### config.mk
export PLATFORM = sky130hd
export DESIGN_NAME = control_frame_receiver
export DESIGN_NICKNAME = d
export VERILOG_FILES = /design/src/hdl/cfr_pkg.sv /design/src/hdl/cfr_track.sv /design/src/hdl/cfr_out.sv /design/src/hdl/control_frame_receiver.sv
export SDC_FILE = /design/constraint.sdc
export NUM_CORES = 1
export LEC_CHECK = 0
export BUFFER_PORTS_ARGS = -buffer_cell sky130_fd_sc_hd__buf_2
export CORE_MARGIN = 3
export CORE_UTILIZATION = 30
export CTS_BUF_LIST = sky130_fd_sc_hd__clkbuf_8
export CTS_CLUSTER_DIAMETER = 80
export DETAILED_ROUTE_END_ITERATION = 10
export PLACE_DENSITY = 0.44
export SYNTH_ARGS = -nofsm -noshare
export SYNTH_HDL_FRONTEND = slang
export SYNTH_HIERARCHICAL = 1
export SYNTH_SLANG_ARGS = --single-unit
export TNS_END_PERCENT = 100
### constraint.sdc
create_clock -name clk -period 9.1 [get_ports clk]
set_input_delay 2.275 -clock clk [delete_from_list [all_inputs] [get_ports clk]]
set_output_delay 2.275 -clock clk [all_outputs]
set_load 0.02 [all_outputs]
### src/hdl/cfr_pkg.sv
`default_nettype none
package cfr_pkg;

  localparam int unsigned FRAME_BYTES_DEFAULT = 16;

  localparam logic [7:0] HEAD_MARK = 8'hA5;
  localparam logic [7:0] TAIL_MARK = 8'h5A;

  localparam int unsigned CAPTURE_DEPTH = 13;
  localparam int unsigned FLAG_COUNT = 5;
  // first capture entry of each little-endian word
  localparam int unsigned ANGLE_BASE = 5;
  localparam int unsigned SPEED_BASE = 9;

  typedef logic [7:0] byte_t;

  typedef struct packed {
    logic               ok;
    byte_t [FLAG_COUNT-1:0] flags;
    logic signed [31:0] angle;
    logic signed [31:0] speed;
  } result_t;

endpackage
`default_nettype wire

### src/hdl/cfr_track.sv
`default_nettype none
module cfr_track #(
  parameter int unsigned FRAME_BYTES = cfr_pkg::FRAME_BYTES_DEFAULT,
  parameter int unsigned POS_W = $clog2(FRAME_BYTES)
) (
  input  wire logic            clk,
  input  wire logic            rst,
  input  wire logic            advance,
  input  wire cfr_pkg::byte_t  data,
  output logic [POS_W-1:0]     pos,
  output logic                 last,
  output cfr_pkg::result_t     result
);

  localparam logic [POS_W-1:0] LAST_POS = POS_W'(FRAME_BYTES - 1);
  localparam logic [POS_W-1:0] CSUM_POS = POS_W'(FRAME_BYTES - 2);

  logic [7:0] running_sum;
  logic       header_seen;
  logic       checksum_ok;
  cfr_pkg::byte_t capture [cfr_pkg::CAPTURE_DEPTH];
  cfr_pkg::byte_t [cfr_pkg::FLAG_COUNT-1:0] held_flags;
  logic signed [31:0] held_angle;
  logic signed [31:0] held_speed;

  logic ok;
  logic is_first;
  logic is_payload;
  logic is_csum;

  assign last       = (pos == LAST_POS);
  assign is_first   = (pos == '0);
  assign is_csum    = (pos == CSUM_POS);
  assign is_payload = !is_first && (pos < CSUM_POS);
  assign ok         = header_seen && checksum_ok && (data == cfr_pkg::TAIL_MARK);

  // result carries the held values as they stand after this byte
  always_comb begin
    result.ok    = ok;
    result.flags = held_flags;
    result.angle = held_angle;
    result.speed = held_speed;
    if (ok) begin
      for (int i = 0; i < cfr_pkg::FLAG_COUNT; i++) begin
        result.flags[i] = capture[i];
      end
      result.angle = {capture[cfr_pkg::ANGLE_BASE+3], capture[cfr_pkg::ANGLE_BASE+2],
                      capture[cfr_pkg::ANGLE_BASE+1], capture[cfr_pkg::ANGLE_BASE]};
      result.speed = {capture[cfr_pkg::SPEED_BASE+3], capture[cfr_pkg::SPEED_BASE+2],
                      capture[cfr_pkg::SPEED_BASE+1], capture[cfr_pkg::SPEED_BASE]};
    end
  end

  always_ff @(posedge clk) begin
    if (rst) begin
      pos         <= '0;
      running_sum <= '0;
      header_seen <= 1'b0;
      checksum_ok <= 1'b0;
      held_flags  <= '0;
      held_angle  <= '0;
      held_speed  <= '0;
    end else if (advance) begin
      if (last) begin
        pos        <= '0;
        held_flags <= result.flags;
        held_angle <= result.angle;
        held_speed <= result.speed;
      end else begin
        pos <= pos + 1'b1;
      end
      if (is_first) begin
        header_seen <= (data == cfr_pkg::HEAD_MARK);
        running_sum <= '0;
      end
      if (is_payload) begin
        running_sum <= running_sum + data;
      end
      if (is_csum) begin
        checksum_ok <= (running_sum == data);
      end
    end
  end

  // capture store, bytes 1 through 13 of the block
  for (genvar g = 0; g < cfr_pkg::CAPTURE_DEPTH; g++) begin : g_cap
    always_ff @(posedge clk) begin
      if (advance && (pos == POS_W'(g + 1))) begin
        capture[g] <= data;
      end
    end
  end

endmodule
`default_nettype wire

### src/hdl/cfr_out.sv
`default_nettype none
module cfr_out (
  input  wire logic             clk,
  input  wire logic             rst,
  input  wire logic             load,
  input  wire cfr_pkg::result_t result,
  input  wire logic             out_ready,
  output logic                  out_valid,
  output logic                  busy,
  output cfr_pkg::result_t      held
);

  // register is blocked when full and not being taken
  assign busy = out_valid && !out_ready;

  always_ff @(posedge clk) begin
    if (rst) begin
      out_valid <= 1'b0;
    end else if (load) begin
      out_valid <= 1'b1;
    end else if (out_ready) begin
      out_valid <= 1'b0;
    end
  end

  always_ff @(posedge clk) begin
    if (load) begin
      held <= result;
    end
  end

endmodule
`default_nettype wire

### src/hdl/control_frame_receiver.sv
`default_nettype none
// control frame receiver: takes received serial bytes, one per transfer, and
// counts them into fixed blocks of FRAME_BYTES bytes. a block passes when
// byte 0 is 0xA5, the last byte is 0x5A and the 8-bit sum of the payload
// bytes matches the byte before the tail. every block's last byte yields one
// result transfer with frame_ok and the flags, angle and speed of the last
// block that passed (all zero until the first). blocks are counted purely by
// position: there is no hunt for the header, so a dropped byte shifts every
// later block. each byte passes through an input register and the
// frame logic, giving one byte per clock sustained; a result waits in the
// output register while later bytes keep coming, and the input stalls only
// when a block completes while the previous result has not been taken.
module control_frame_receiver #(
  parameter int unsigned FRAME_BYTES = cfr_pkg::FRAME_BYTES_DEFAULT
) (
  input  wire logic        clk,
  input  wire logic        rst,
  input  wire logic        in_valid,
  output logic             in_ready,
  input  wire logic [7:0]  rx_byte,
  output logic             out_valid,
  input  wire logic        out_ready,
  output logic             frame_ok,
  output logic [7:0]       radar_on,
  output logic [7:0]       dir_forward,
  output logic [7:0]       dir_back,
  output logic [7:0]       turn_left,
  output logic [7:0]       turn_right,
  output logic signed [31:0] angle_word,
  output logic signed [31:0] speed_word
);

  localparam int unsigned POS_W = $clog2(FRAME_BYTES);

  // input register
  logic           byte_valid;
  cfr_pkg::byte_t byte_q;

  logic             advance;
  logic             last;
  logic             out_busy;
  logic [POS_W-1:0] pos;
  cfr_pkg::result_t result;
  cfr_pkg::result_t held;

  // a byte moves on unless it closes a block while the result slot is full and not being taken
  assign advance  = byte_valid && !(last && out_busy);
  assign in_ready = !byte_valid || advance;

  always_ff @(posedge clk) begin
    if (rst) begin
      byte_valid <= 1'b0;
    end else if (in_ready) begin
      byte_valid <= in_valid;
    end
  end

  always_ff @(posedge clk) begin
    if (in_ready && in_valid) begin
      byte_q <= rx_byte;
    end
  end

  // position counter, checksum, capture and held values
  cfr_track #(
    .FRAME_BYTES(FRAME_BYTES),
    .POS_W      (POS_W)
  ) u_track (
    .clk    (clk),
    .rst    (rst),
    .advance(advance),
    .data   (byte_q),
    .pos    (pos),
    .last   (last),
    .result (result)
  );

  // result register
  cfr_out u_out (
    .clk      (clk),
    .rst      (rst),
    .load     (advance && last),
    .result   (result),
    .out_ready(out_ready),
    .out_valid(out_valid),
    .busy     (out_busy),
    .held     (held)
  );

  assign frame_ok     = held.ok;
  assign radar_on     = held.flags[0];
  assign dir_forward  = held.flags[1];
  assign dir_back     = held.flags[2];
  assign turn_left    = held.flags[3];
  assign turn_right   = held.flags[4];
  assign angle_word   = held.angle;
  assign speed_word   = held.speed;

  // position never runs past the end of a block
  a_pos_range: assert property (@(posedge clk) disable iff (rst)
    pos <= POS_W'(FRAME_BYTES - 1))
    else $error("byte position out of range");

  // a finished block never overwrites a result that is still waiting
  a_no_overwrite: assert property (@(posedge clk) disable iff (rst)
    !(advance && last && out_valid && !out_ready))
    else $error("result overwritten");

  // the closing byte of a block always produces a result
  a_result_follows: assert property (@(posedge clk) disable iff (rst)
    advance && last |=> out_valid && pos == '0)
    else $error("missing result after block end");

  // inside a block the position steps by one per byte
  a_pos_step: assert property (@(posedge clk) disable iff (rst)
    advance && !last |=> pos == $past(pos) + 1'b1)
    else $error("byte position skipped");

endmodule
`default_nettype wire
* Word level (Yosys, flattened, before mapping)
Memories as Yosys holds them, arrays and structs flattened.
Cells that the tools add are included.
** Operators by class
- Add/sub/neg operators :: 2
- Magnitude comparators :: 1
- Equal/unequal tests :: 18
- Multiplexer cells :: 68
- Reductions and logical operators :: 45
** Operators with widths (number)
- 8-bit two-way mux :: 14
- 104-bit two-way mux :: 1
- 8-bit OR reduction :: 12
- 4-bit two-way mux :: 13
- 1-bit two-way mux :: 40
- 4-bit == test, second input constant :: 8
- 1-bit logical AND :: 21
- 4-bit by 3-bit == test with 1-bit output, second input constant :: 4
- 8-bit adder :: 1
- 4-bit by 2-bit == test with 1-bit output, second input constant :: 2
- 8-bit by 7-bit == test with 1-bit output, second input constant :: 1
- 8-bit == test :: 1
- 8-bit == test, second input constant :: 1
- 2-bit AND reduction :: 4
- 4-bit by 1-bit adder with 4-bit output, second input constant :: 1
- 4-bit by 1-bit == test with 1-bit output, second input constant :: 1
- 1-bit logical NOT :: 4
- 4-bit logical NOT :: 1
- 4-bit < comparator, second input constant :: 1
- 2-bit nonzero test :: 2
- 1-bit logical OR :: 1
** Storage, ports and cells
- Bits in registers :: 233
- RAM bits :: 104
- Input port bits :: 12
- Output and inout bits :: 107
- Logic and storage cells :: 157
- Memories kept :: 1
** Memory list
- u_track.capture :: depth 13, bits a word 8, rd ports 13, clocked after memory_dff 0, wr ports 1, RTL line cfr_track.sv:21 : cfr_pkg::byte_t capture [cfr_pkg::CAPTURE_DEPTH];

* Longest topological paths before layout
Gate-level depths: netlist of run 1.
- Depth after elaboration :: 21
- Mapped depth :: 10

* By module
Netlist of run 1, hierarchy kept.
** Modules (own cells, without submodules)
- cfr_track :: instances 1, cells each 586, area each 8541.9 um^2, seq. area each 5485.3 um^2
- cfr_out :: instances 1, cells each 108, area each 3196.8 um^2, seq. area each 3173.0 um^2
- control_frame_receiver :: instances 1, cells each 16, area each 300.3 um^2, seq. area each 260.2 um^2

* Worst setup path before layout of run 1
OpenSTA, ideal clock, no wires.
- Path kind :: in2reg
- Start point :: in out_ready
- End point :: reg, netlist name u_out/held[0]
- Arrival time :: 6.704 ns
- Data required time :: 8.527 ns
- Slack :: 1.823 ns
- Stages on the path :: 2
- Buffers on the path :: 0
- Path through :: nor2b_4 -> nor2_1
** Between the ends
- Cells in the longest elaborated chain, start to end :: 6
** RTL lines
- from (decl) :: RTL line control_frame_receiver.sv:22 : input wire logic out_ready,
- 1-bit logical NOT :: RTL line cfr_out.sv:14 : assign busy = out_valid && !out_ready;
- 1-bit logical AND :: RTL line cfr_out.sv:14
- 1-bit logical AND :: RTL line control_frame_receiver.sv:47 : assign advance = byte_valid && !(last && out_busy);
- 1-bit logical NOT :: RTL line control_frame_receiver.sv:47
- 1-bit logical AND :: RTL line control_frame_receiver.sv:47
- 1-bit logical AND :: RTL line control_frame_receiver.sv:82 : .load (advance && last),
Every way passes these cells.
A chain may end at the register's enable or synchronous reset.

* Worst setup path after layout of run 1
- Start point :: in out_ready
- End point :: out in_ready
** Between the ends
- Cells in the longest elaborated chain, start to end :: 6
** RTL lines
- 1-bit logical NOT :: RTL line cfr_out.sv:14
- 1-bit logical AND :: RTL line cfr_out.sv:14
- net out_busy :: RTL line control_frame_receiver.sv:41 : logic out_busy;
- 1-bit logical AND :: RTL line control_frame_receiver.sv:47
- 1-bit logical NOT :: RTL line control_frame_receiver.sv:47
- 1-bit logical AND :: RTL line control_frame_receiver.sv:47
- 1-bit logical OR :: RTL line control_frame_receiver.sv:48 : assign in_ready = !byte_valid || advance;
- to (decl) :: RTL line control_frame_receiver.sv:19 : output logic in_ready,
The timed path passes the listed nets, and every way through them passes these cells.

==> results.cfg, run 1 <==
[synth]
syn-num-nets = 734
yosysUniqueCellTypes = 44
netlist_area_um2 = 12000
synth.yosys.seq_area_share = 0.741
synth-warning-count = 6
syn-instance-count = 710
ys_ff_latch = 337
avgSynthCellArea_um2 = 17.0

[placement]
dpl_worst_slack_ns = 3.88
place_hpwl_um = 15500
routabilityCongestion = 0.703
port-buffer-count = 118

[critical_path]
critical_path.endpoint_type = output port
reg2reg_depth = 11
endpoint_arrival_time_on_the_critical_path_ns = 2.87
cp-start-kind = input port
crit-reg2reg-launch = u_track/pos[0]$_SDFFE_PP0P_
critical_path.reg2reg.endpoint = u_track/held_angle[31]$_SDFFE_PP0P_
critPathLaunch = out_ready
r2r_slack_ns = 5.41
cp.required_ns = 6.83
critical_path.max_fanout = 4
capturing_instance_or_port_of_the_critical_path = in_ready
crit_type = input port to output port

[floorplanning]
floorplan.io_pins = 119
core_region_area_um2 = 39200
num_rows = 72
floorplan.die_area_um2 = 42600
die_height_um = 206
floorplan.initialDensity = 0.307
die-width_um = 206

[sta]
worst_case_setup_margin_in_the_final_layout_ns = 3.96
period_share = 0.565
post-route-min-period_ns = 5.14
finalClockSkew_ns = 0.0190
worst_pin_slew_ns = 1.11
hold_ws_ns = 0.468
hold_viol_final = 0
setup_total_negative_slack_ns = 0
maxSlewViolCount = 0
grt_setup_unrepaired = false
max_freq_ghz = 0.195
endpoints_failing_setup = 0
slew_headroom = 0.260

[power]
power.static_leakage_nw = 5.00
power-per-cell-area_nw_per_um2 = 212
p_comb_frac = 0.023
internal_power_mw = 2.39
power_switching_mw = 0.660
switching_share_of_power = 0.217
clock_power_share = 0.443
power.total_mw = 3.05
ir_drop_worst_case_vdd_v = 0.0000995
seqPwrFrac = 0.535

[hold_path]
holdCritPathClass = register to register
cell_count_of_the_worst_hold_path = 1

[grt]
first_global_vias = 6628
grt_overflow = 0
grt_antenna_before_repair = 0
first_pass_grt_wire_length_um = 41600
maximum_number_of_pins_on_one_net_before_global_route_repair = 83
gr-usage-all-layers = 0.131

[clock_network]
cts-buffers-inserted = 57
clock_tree_from_tritoncts = done
ctsLongestPathBuffers = 3
clock-root-buffer = sky130_fd_sc_hd__clkbuf_8
cts_resized = 0
cts.htree.levels = 2
holdBufCountCts = 0
cts_setup_buffers = 0
clk_transition_reported_paths_ns = 0.06
cts.sink_count = 337
worstSkewPairLatency_ns = 0.61

[cells_and_area]
drive_above_1_share = 0.362
n_antenna_cell = 0
fin_nets = 888
synthToLayoutAreaGrowth_pct = 19.7

[routing]
ant_nets = 0
drt-pass1-iter-count = 4
drcViolationCount = 0
routedWlPerCell_um = 19.6
route.vias.total = 6556
routed_wirelength_um = 28000
dr.first_iter.drc_count = 465
viasPerCell = 4.59

[outcome]
status = finished, final reports clean

[job]
maxCapViolations = 0
==> sequential cells by signal (all words and copies together) (netlist names) <==
signal / cells
byte_valid: 1
u_track/held_angle: 32
byte_q: 8
u_track/held_flags: 40
u_out/out_valid: 1
u_track/header_seen: 1
u_track/checksum_ok: 1
u_track/running_sum: 8
u_track/pos: 4
u_track/held_speed: 32
u_track/capture: 104
u_out/held: 105
==> routing by layer <==
metal / track usage / share of wire / up-vias
met5: 0 / 0 / -
met4: 0.0485 / 0.027 / 0
met3: 0.0309 / 0.047 / 60
met2: 0.208 / 0.47 / 153
met1: 0.176 / 0.46 / 3262
li1: - / - / 3081
==> worst max-delay path, cell delays in order <==
cell	delay, ns
sky130_fd_sc_hd__buf_2	0.13
sky130_fd_sc_hd__nor2b_4	0.17
sky130_fd_sc_hd__nand3_2	0.11
sky130_fd_sc_hd__buf_2	0.18
==> cells by family after synthesis <==
logic type	count (synthesis)	share of synthesized area
flip-flops	337	0.741
adder cells (fa/ha/maj)	12	0.0131
AO/OA/AOI/OAI	133	0.0919
multiplexers	105	0.0981
XOR/XNOR	7	0.00509
AND/OR/NAND/NOR	74	0.0349
buffers and inverters	42	0.0161
==> final cells by class <==
class                      count  area, um^2
multi-input combinational    331        2950
fill                        3695       24800
timing repair buffer         133         716
inverter                       4        15.0
sequential                   337        8920
clock inverter                35         209
clock buffer                  69         950
tap                          518         648
==> cell usage after synthesis, drive strengths merged <==
library cell / instances / area, um^2
a22oi: 5 / 37.5
nand2: 10 / 37.5
and4: 1 / 8.76
or3: 1 / 6.26
xor2: 2 / 17.5
dfxtp: 120 / 2400
nand3: 6 / 35.0
and3: 5 / 31.3
nand3b: 2 / 15.0
nor4: 3 / 33.8
a21boi: 1 / 7.51
nor2: 20 / 75.1
a22o: 104 / 911
nand4: 1 / 6.26
nand4b: 1 / 8.76
a211oi: 1 / 7.51
xnor2: 5 / 43.8
nand4bb: 1 / 11.3
inv: 4 / 15.0
o311a: 1 / 10.0
nand2b: 4 / 25.0
clkbuf: 23 / 86.3
a32oi: 1 / 8.76
edfxtp: 217 / 6520
a41oi: 1 / 8.76
o21ba: 1 / 10.0
and2: 12 / 75.1
mux2: 104 / 1170
o21ai: 4 / 20.0
a21oi: 9 / 45.0
nor2b: 3 / 26.3
o21a: 1 / 7.51
buf: 15 / 92.6
nor3: 3 / 15.0
ha: 11 / 138
mux2i: 1 / 10.0
nor4bb: 1 / 10.0
a21o: 3 / 22.5
fa: 1 / 20.0
a311o: 1 / 10.0
==> placed cells by master, fill, tap and decap left out, types with 3 or more instances in the layout <==
master                     netlist  final
sky130_fd_sc_hd__edfxtp_1      217    217
sky130_fd_sc_hd__dfxtp_1       120    120
sky130_fd_sc_hd__buf_2           8    118
sky130_fd_sc_hd__mux2_2        104    104
sky130_fd_sc_hd__a22o_1        104    104
sky130_fd_sc_hd__clkbuf_8        0     69
sky130_fd_sc_hd__nor2_1         20     18
sky130_fd_sc_hd__inv_1           4     17
sky130_fd_sc_hd__buf_4           7     14
sky130_fd_sc_hd__clkinv_2        0     13
sky130_fd_sc_hd__and2_1         12     12
sky130_fd_sc_hd__ha_1           11     11
sky130_fd_sc_hd__nand2_1        10     10
sky130_fd_sc_hd__a21oi_1         9      8
sky130_fd_sc_hd__clkinv_1        0      5
sky130_fd_sc_hd__and3_1          5      5
sky130_fd_sc_hd__xnor2_1         5      5
sky130_fd_sc_hd__nand3_1         5      5
sky130_fd_sc_hd__a22oi_1         5      5
sky130_fd_sc_hd__o21ai_0         4      4
sky130_fd_sc_hd__nand2b_1        4      4
sky130_fd_sc_hd__a21o_1          3      3
sky130_fd_sc_hd__nor3_1          3      3
==> power by group through the flow <==
stage          logic (mW)  registers [mW]  clock network (mW)
2_1_floorplan      0.0271            1.67                   0
3_3_place_gp       0.0716            1.66                   0
3_5_place_dp       0.0714            1.66                   0
4_1_cts            0.0721            1.63                1.41
5_1_grt            0.0753            1.63                1.48
6_report           0.0687            1.63                1.35
==> worst min path at each step <==
| stage | from | end | slack, ns |
|---|---|---|---|
| after floorplan | u_track/held_angle[0]$_SDFFE_PP0P_ | u_track/held_angle[0]$_SDFFE_PP0P_ | 0.44 |
| after global routing | u_track/held_angle[17]$_SDFFE_PP0P_ | u_track/held_angle[17]$_SDFFE_PP0P_ | 0.48 |
| final | u_track/held_flags[11]$_SDFFE_PP0P_ | u_track/held_flags[11]$_SDFFE_PP0P_ | 0.47 |
| after global placement | u_track/held_speed[5]$_SDFFE_PP0P_ | u_track/held_speed[5]$_SDFFE_PP0P_ | 0.45 |
| after detailed placement | u_track/held_flags[2]$_SDFFE_PP0P_ | u_track/held_flags[2]$_SDFFE_PP0P_ | 0.45 |
| after CTS | u_track/held_speed[11]$_SDFFE_PP0P_ | u_track/held_speed[11]$_SDFFE_PP0P_ | 0.47 |
==> stage by stage <==
step / std cells / cell area (um^2) / util
after floorplan: 710 / 12000 / -
after global placement: 1323 / 13300 / 0.338
final: 1427 / 14400 / 0.368
after detailed placement: 1323 / 13300 / 0.338
after global routing: 1427 / 14400 / 0.368
after CTS: 1427 / 14400 / 0.368
(Power assumes the default switching activity.)
==> run 2: changes to the inputs <==
PLACE_DENSITY = 0.46   (was 0.44)
clock period = 4.15 ns   (was 9.1 ns; I/O delays follow)
==> results.cfg, run 2 (synthesis results as in run 1) <==
[outcome]
status = finished, final reports clean

[cells_and_area]
fin_nets = 890
final_common_cell = sky130_fd_sc_hd__edfxtp_1
top_register = u_out/held
biggestRegsByFlops = u_out/held (105), u_track/capture (104), u_track/held_flags (40)
layout.cells.most_common_list = sky130_fd_sc_hd__edfxtp_1 (217), sky130_fd_sc_hd__dfxtp_1 (120), sky130_fd_sc_hd__buf_2 (118)
synthToLayoutAreaGrowth_pct = 19.8
drive_above_1_share = 0.358
fin_cells = 1431
final_cell_area_um2 = 14400
n_antenna_cell = 0
max_ffs_per_register = 105

[clock_network]
cts-buffers-inserted = 56
ctsLongestPathBuffers = 3
cts_resized = 0
worstSkewPairLatency_ns = 0.63
cts.htree.levels = 2
clk_transition_reported_paths_ns = 0.06
holdBufCountCts = 0
cts.sink_count = 337
cts_setup_buffers = 0
clock-root-buffer = sky130_fd_sc_hd__clkbuf_8
clock_tree_from_tritoncts = done

[sta]
finalClockSkew_ns = 0.0170
grt_setup_unrepaired = false
slew_headroom = 0.409
hold_viol_final = 0
max_freq_ghz = 0.329
maxSlewViolCount = 0
endpoints_failing_setup = 0
worst_pin_slew_ns = 0.886
setup_total_negative_slack_ns = 0
post-route-min-period_ns = 3.04
period_share = 0.733

[grt]
first_pass_grt_wire_length_um = 43100
gr-usage-all-layers = 0.136
first_global_vias = 6854
maximum_number_of_pins_on_one_net_before_global_route_repair = 63
grt_overflow = 0
grt_antenna_before_repair = 0

[placement]
place_hpwl_um = 15900
port-buffer-count = 118
routabilityCongestion = 0.680
placedCellCount = 1326
placedInstanceArea_um2 = 13300

[floorplanning]
core_region_area_um2 = 39200
num_rows = 72
floorplan.initialDensity = 0.307
die_height_um = 206
die-width_um = 206
floorplan.io_pins = 119
floorplan.die_area_um2 = 42600

[power]
clock_power_share = 0.432
power-per-cell-area_nw_per_um2 = 455
seqPwrFrac = 0.547
internal_power_mw = 5.09
power.static_leakage_nw = 5.02
power_switching_mw = 1.47
switching_share_of_power = 0.224
p_comb_frac = 0.022
ir_drop_worst_case_vdd_v = 0.000179

[critical_path]
reg2reg_depth = 8
endpoint_arrival_time_on_the_critical_path_ns = 2.00
critical_path.max_fanout = 7
crit_type = register to output port
cp-start-kind = register
crit-reg2reg-launch = u_track/pos[0]$_SDFFE_PP0P_
critical_path.reg2reg.endpoint = u_track/running_sum[7]$_SDFFE_PP0P_
cp.required_ns = 3.11
critical_path.endpoint_type = output port
r2r_slack_ns = 1.28

[routing]
drcViolationCount = 0
dr.first_iter.drc_count = 290
ant_nets = 0
viasPerCell = 4.62
drt-pass1-iter-count = 4
route.vias.total = 6618
routed_wirelength_um = 28900
routedWlPerCell_um = 20.2

[job]
maxCapViolations = 0

[hold_path]
min-delay-start = u_track/held_speed[2]$_SDFFE_PP0P_
holdCritPathClass = register to register
cell_count_of_the_worst_hold_path = 1
timing.hold.worst_endpoint = u_track/held_speed[2]$_SDFFE_PP0P_
run 2: changes by cell type in the layout (fill, tap and decap cells not counted):
cell / change
sky130_fd_sc_hd__inv_1: +5
sky130_fd_sc_hd__buf_12: +4
sky130_fd_sc_hd__bufinv_16: -2
sky130_fd_sc_hd__clkinv_2: -2
sky130_fd_sc_hd__buf_4: -1
sky130_fd_sc_hd__clkbuf_8: -1
sky130_fd_sc_hd__clkinv_1: +1
sky130_fd_sc_hd__clkinv_4: -1
sky130_fd_sc_hd__inv_6: +1
run 2: area by class of cell:
type / instances / area [um^2]
Clock buffer: 68 / 936
Timing Repair Buffer: 136 / 788
Fill cell: 3691 / 24800
Multi-Input combinational cell: 331 / 2950
Inverter: 4 / 15.0
Tap cell: 518 / 648
Sequential cell: 337 / 8920
Clock inverter: 37 / 161
run 2: worst max-delay path: stages, from the launching register on:
cell                      delay, ns
sky130_fd_sc_hd__dfxtp_1       0.45
sky130_fd_sc_hd__ha_1          0.34
sky130_fd_sc_hd__and3_1        0.31
sky130_fd_sc_hd__nand3_2       0.12
sky130_fd_sc_hd__buf_2         0.17
run 2: through the flow:
step,util,worst slack [ns],power (mW),hold WS [ns]
finish,0.368,1.11,6.56,0.467
floorplan,-,1.09,3.72,0.438
detailed placement,0.340,1.10,3.80,0.450
CTS,0.368,1.02,6.69,0.472
global placement,0.340,1.11,3.80,0.452
global route,0.368,0.912,6.85,0.481
run 2: power groups by stage:
stage	clock network (mW)	logic (mW)	registers [mW]
after floorplan	0	0.0594	3.66
after global placement	0	0.146	3.65
after detailed placement	0	0.146	3.66
after CTS	2.96	0.146	3.58
after global routing	3.11	0.156	3.58
final	2.83	0.141	3.58
run 2: per-layer routing:
layer,wire (um),vias to the layer above,global-route usage
met1,13700,3324,0.187
met3,1520,60,0.0328
met5,0,-,0
li1,-,3083,-
met4,747,0,0.0526
met2,12900,151,0.208
run 2: how the worst max path moves through the flow:
stage	end	cells after the start	startpoint	slack, ns
floorplan	u_out/held[0]$_DFFE_PP_	2	out_ready	1.09
global placement	u_track/running_sum[7]$_SDFFE_PP0P_	8	out_ready	1.11
detailed placement	u_track/running_sum[7]$_SDFFE_PP0P_	8	out_ready	1.10
CTS	in_ready	4	u_track/pos[0]$_SDFFE_PP0P_	1.02
global route	in_ready	4	u_track/pos[1]$_SDFFE_PP0P_	0.91
finish	in_ready	4	u_track/pos[1]$_SDFFE_PP0P_	1.11
==> run 3: changes to the inputs <==
ABC_AREA = 1   (was default)
PLACE_DENSITY = 0.44   (was 0.46)
clock period = 2.84 ns   (was 4.15 ns; I/O delays follow)
==> results.cfg, run 3 <==
[critical_path]
slowest_delay_ns = 0.39
cp.required_ns = 2.13
cp-start-kind = register
endpoint_arrival_time_on_the_critical_path_ns = 1.90
cp_slowest_cell = sky130_fd_sc_hd__dfxtp_1
critical_path.max_fanout = 5
critPathTopFamily = simple AND/OR/NAND/NOR gates
crit-reg2reg-launch = u_track/pos[0]$_SDFFE_PP0P_
critPathLaunch = u_track/pos[0]$_SDFFE_PP0P_
crit_type = register to output port
crit_path_cell_trace = ha_1, inv_1, nor2_1, nand3_2, buf_2
critical_path.endpoint_type = output port
buf_inv_stages_crit_path = 2

[floorplanning]
core_region_area_um2 = 41100
floorplan.die_area_um2 = 44300
num_rows = 74
floorplan.initialDensity = 0.305
die-width_um = 211
die_height_um = 211
floorplan.io_pins = 119

[grt]
maximum_number_of_pins_on_one_net_before_global_route_repair = 107
grt_overflow = 0
first_pass_grt_wire_length_um = 43400
gr-usage-all-layers = 0.126
first_global_vias = 7688
grt_antenna_before_repair = 0

[synth]
synth_ff_type = sky130_fd_sc_hd__edfxtp_1
avgSynthCellArea_um2 = 11.8
async_reset_ff_frac = 0
synth.area.top_cells = sky130_fd_sc_hd__edfxtp_1 (52%), sky130_fd_sc_hd__dfxtp_1 (19%), sky130_fd_sc_hd__inv_1 (6.9%), sky130_fd_sc_hd__o22ai_1 (4.5%), sky130_fd_sc_hd__nand2_1 (4.3%)
post_synth_most_frequent_cells = sky130_fd_sc_hd__inv_1 (230), sky130_fd_sc_hd__edfxtp_1 (217), sky130_fd_sc_hd__nand2_1 (145)
synth_edf_count = 217
leading_cell_type_by_number_of_instances_after_synthesis = sky130_fd_sc_hd__inv_1
yosysUniqueCellTypes = 35
netlist_area_um2 = 12500
syn-instance-count = 1062
post_synthesis_cell_type_with_the_largest_combined_area = sky130_fd_sc_hd__edfxtp_1
ys_ff_latch = 337
synth-warning-count = 6
synth.yosys.seq_area_share = 0.711
syn-num-nets = 1086
share_of_yosys_cell_area_claimed_by_the_top_area_cell_type = 0.519

[routing]
wl_met1_um = 13300
dr.first_iter.drc_count = 401
drt-pass1-iter-count = 4
routedWlPerCell_um = 15.5
drcViolationCount = 0
routed_wirelength_um = 28000
viasPerCell = 4.28
ant_nets = 0
topRoutingLayerUsed = met4
met3RoutedLength_um = 1390
routed-wl-met2_um = 12700
route.vias.total = 7736

[cells_and_area]
synthToLayoutAreaGrowth_pct = 19.2
final_cell_area_um2 = 15000
layout.cells.most_common_list = sky130_fd_sc_hd__inv_1 (251), sky130_fd_sc_hd__edfxtp_1 (217), sky130_fd_sc_hd__nand2_1 (145)
fillcell_total = 4178
multi_input_comb_area_um2 = 2460
final_common_cell = sky130_fd_sc_hd__inv_1
top_register = u_out/held
fin_nets = 1249
postLayoutCoreUtil = 0.364
drive_above_1_share = 0.207
biggestRegsByFlops = u_out/held (105), u_track/capture (104), u_track/held_flags (40)
final-seq-area_um2 = 8920
max_ffs_per_register = 105

[sta]
endpoints_failing_setup = 0
slew_headroom = 0.591
max_freq_ghz = 0.383
finalClockSkew_ns = 0.0236
worst_pin_slew_ns = 0.614
post-route-min-period_ns = 2.61
period_share = 0.920
maxSlewViolCount = 0
grt_setup_unrepaired = false
hold_viol_final = 0

[clock_network]
ctsLongestPathBuffers = 3
cts.htree.levels = 2
cts_setup_buffers = 0
clock_tree_from_tritoncts = done
cts.sink_count = 337
clk_transition_reported_paths_ns = 0.06
worstSkewPairLatency_ns = 0.62
cts_resized = 0
holdBufCountCts = 0
cts-buffers-inserted = 57
clock-root-buffer = sky130_fd_sc_hd__clkbuf_8

[outcome]
status = finished, final reports clean

[hold_path]
holdCritPathClass = input port to register
min-delay-start = rx_byte[0]

[placement]
routabilityCongestion = 0.742
place_hpwl_um = 16400
port-buffer-count = 118
placedInstanceArea_um2 = 13900

[power]
ir_drop_worst_case_vdd_v = 0.000294
power.static_leakage_nw = 6.77
power-per-cell-area_nw_per_um2 = 636

[job]
maxCapViolations = 0
## run 3: cell types whose count changed after synthesis, moves of 11 or more
| cell | delta |
|---|---|
| sky130_fd_sc_hd__buf_6 | +16 |
| sky130_fd_sc_hd__o22ai_2 | +14 |
| sky130_fd_sc_hd__and2_1 | -12 |
| sky130_fd_sc_hd__inv_1 | +226 |
| sky130_fd_sc_hd__o21ai_1 | +90 |
| sky130_fd_sc_hd__o22ai_1 | +90 |
| sky130_fd_sc_hd__o21ai_2 | +11 |
| sky130_fd_sc_hd__mux2_2 | -104 |
| sky130_fd_sc_hd__a22o_1 | -104 |
| sky130_fd_sc_hd__nand2_1 | +135 |
## run 3: worst register-to-register path: stages, from the launching register on
cell and delay [ns]:
sky130_fd_sc_hd__dfxtp_1 0.39, sky130_fd_sc_hd__ha_1 0.21, sky130_fd_sc_hd__inv_1 0.05, sky130_fd_sc_hd__nor2_1 0.30, sky130_fd_sc_hd__a21boi_0 0.18, sky130_fd_sc_hd__buf_4 0.21, sky130_fd_sc_hd__nand2_2 0.14, sky130_fd_sc_hd__nor2_4 0.06
sky130_fd_sc_hd__nor2_2 0.14, sky130_fd_sc_hd__inv_4 0.12, sky130_fd_sc_hd__buf_12 0.20, sky130_fd_sc_hd__o22ai_1 0.19
## run 3: where the power goes
part / switching, mW / total (mW) / leakage [nW] / internal, mW
logic: 0.161 / 0.216 / 3.17 / 0.0551
registers: 0.0109 / 5.23 / 2.96 / 5.22
clock network: 1.91 / 4.07 / 0.640 / 2.16
total: 2.08 / 9.51 / 6.77 / 7.43
## run 3: layout make-up
| type | instances | share of cell area |
|---|---|---|
| sequential | 337 | 0.596 |
| multi-input combinational | 446 | 0.165 |
| timing repair buffer | 152 | 0.0632 |
| inverter | 231 | 0.0592 |
| clock buffer | 61 | 0.0561 |
| tap | 532 | 0.0445 |
| clock inverter | 47 | 0.0161 |
| antenna | 1 | 0.000167 |
## run 3: worst paths after layout
| kind | to | slack, ns | cells after the start |
|---|---|---|---|
| worst max-delay path | in_ready | 0.23 | 5 |
| worst min-delay path | byte_q[0]$_DFFE_PP_ | 0.28 | 1 |
| worst max register to register | u_track/held_flags[29]$_SDFFE_PP0P_ | 0.58 | 11 |
| worst min register to register | u_track/running_sum[6]$_SDFFE_PP0P_ | 0.47 | 2 |
## run 3: cells by family (layout without fill, tap and decap cells)
kind of cell | after synthesis | in the layout | synth area share
xor gates and xnor gates | 3 | 3 | 0.00209
AOI/OAI and AO/OA | 234 | 234 | 0.115
DFF | 337 | 337 | 0.711
other | 0 | 1 | 0
buffers and inverters | 279 | 491 | 0.0949
adders and majority gates | 12 | 12 | 0.0126
and+or+nand+nor | 197 | 197 | 0.0642
## run 3: through the flow
stage | power (mW) | instances | hold WS (ns) | setup slack [ns] | setup TNS, ns
2_1_floorplan | 5.43 | 1062 | 0.449 | -0.0902 | -9.47
3_3_place_gp | 5.55 | 1698 | 0.460 | 0.423 | 0
3_5_place_dp | 5.55 | 1698 | 0.461 | 0.347 | 0
4_1_cts | 9.71 | 1806 | 0.212 | 0.159 | 0
5_1_grt | 9.93 | 1806 | 0.215 | 0.0752 | 0
6_report | 9.51 | 1807 | 0.278 | 0.226 | 0
## run 3: routing by layer
metal  global-route usage  vias up
met5                    0        -
met4               0.0476        0
met3               0.0290       54
met2                0.200      163
met1                0.170     3595
li1                     -     3924
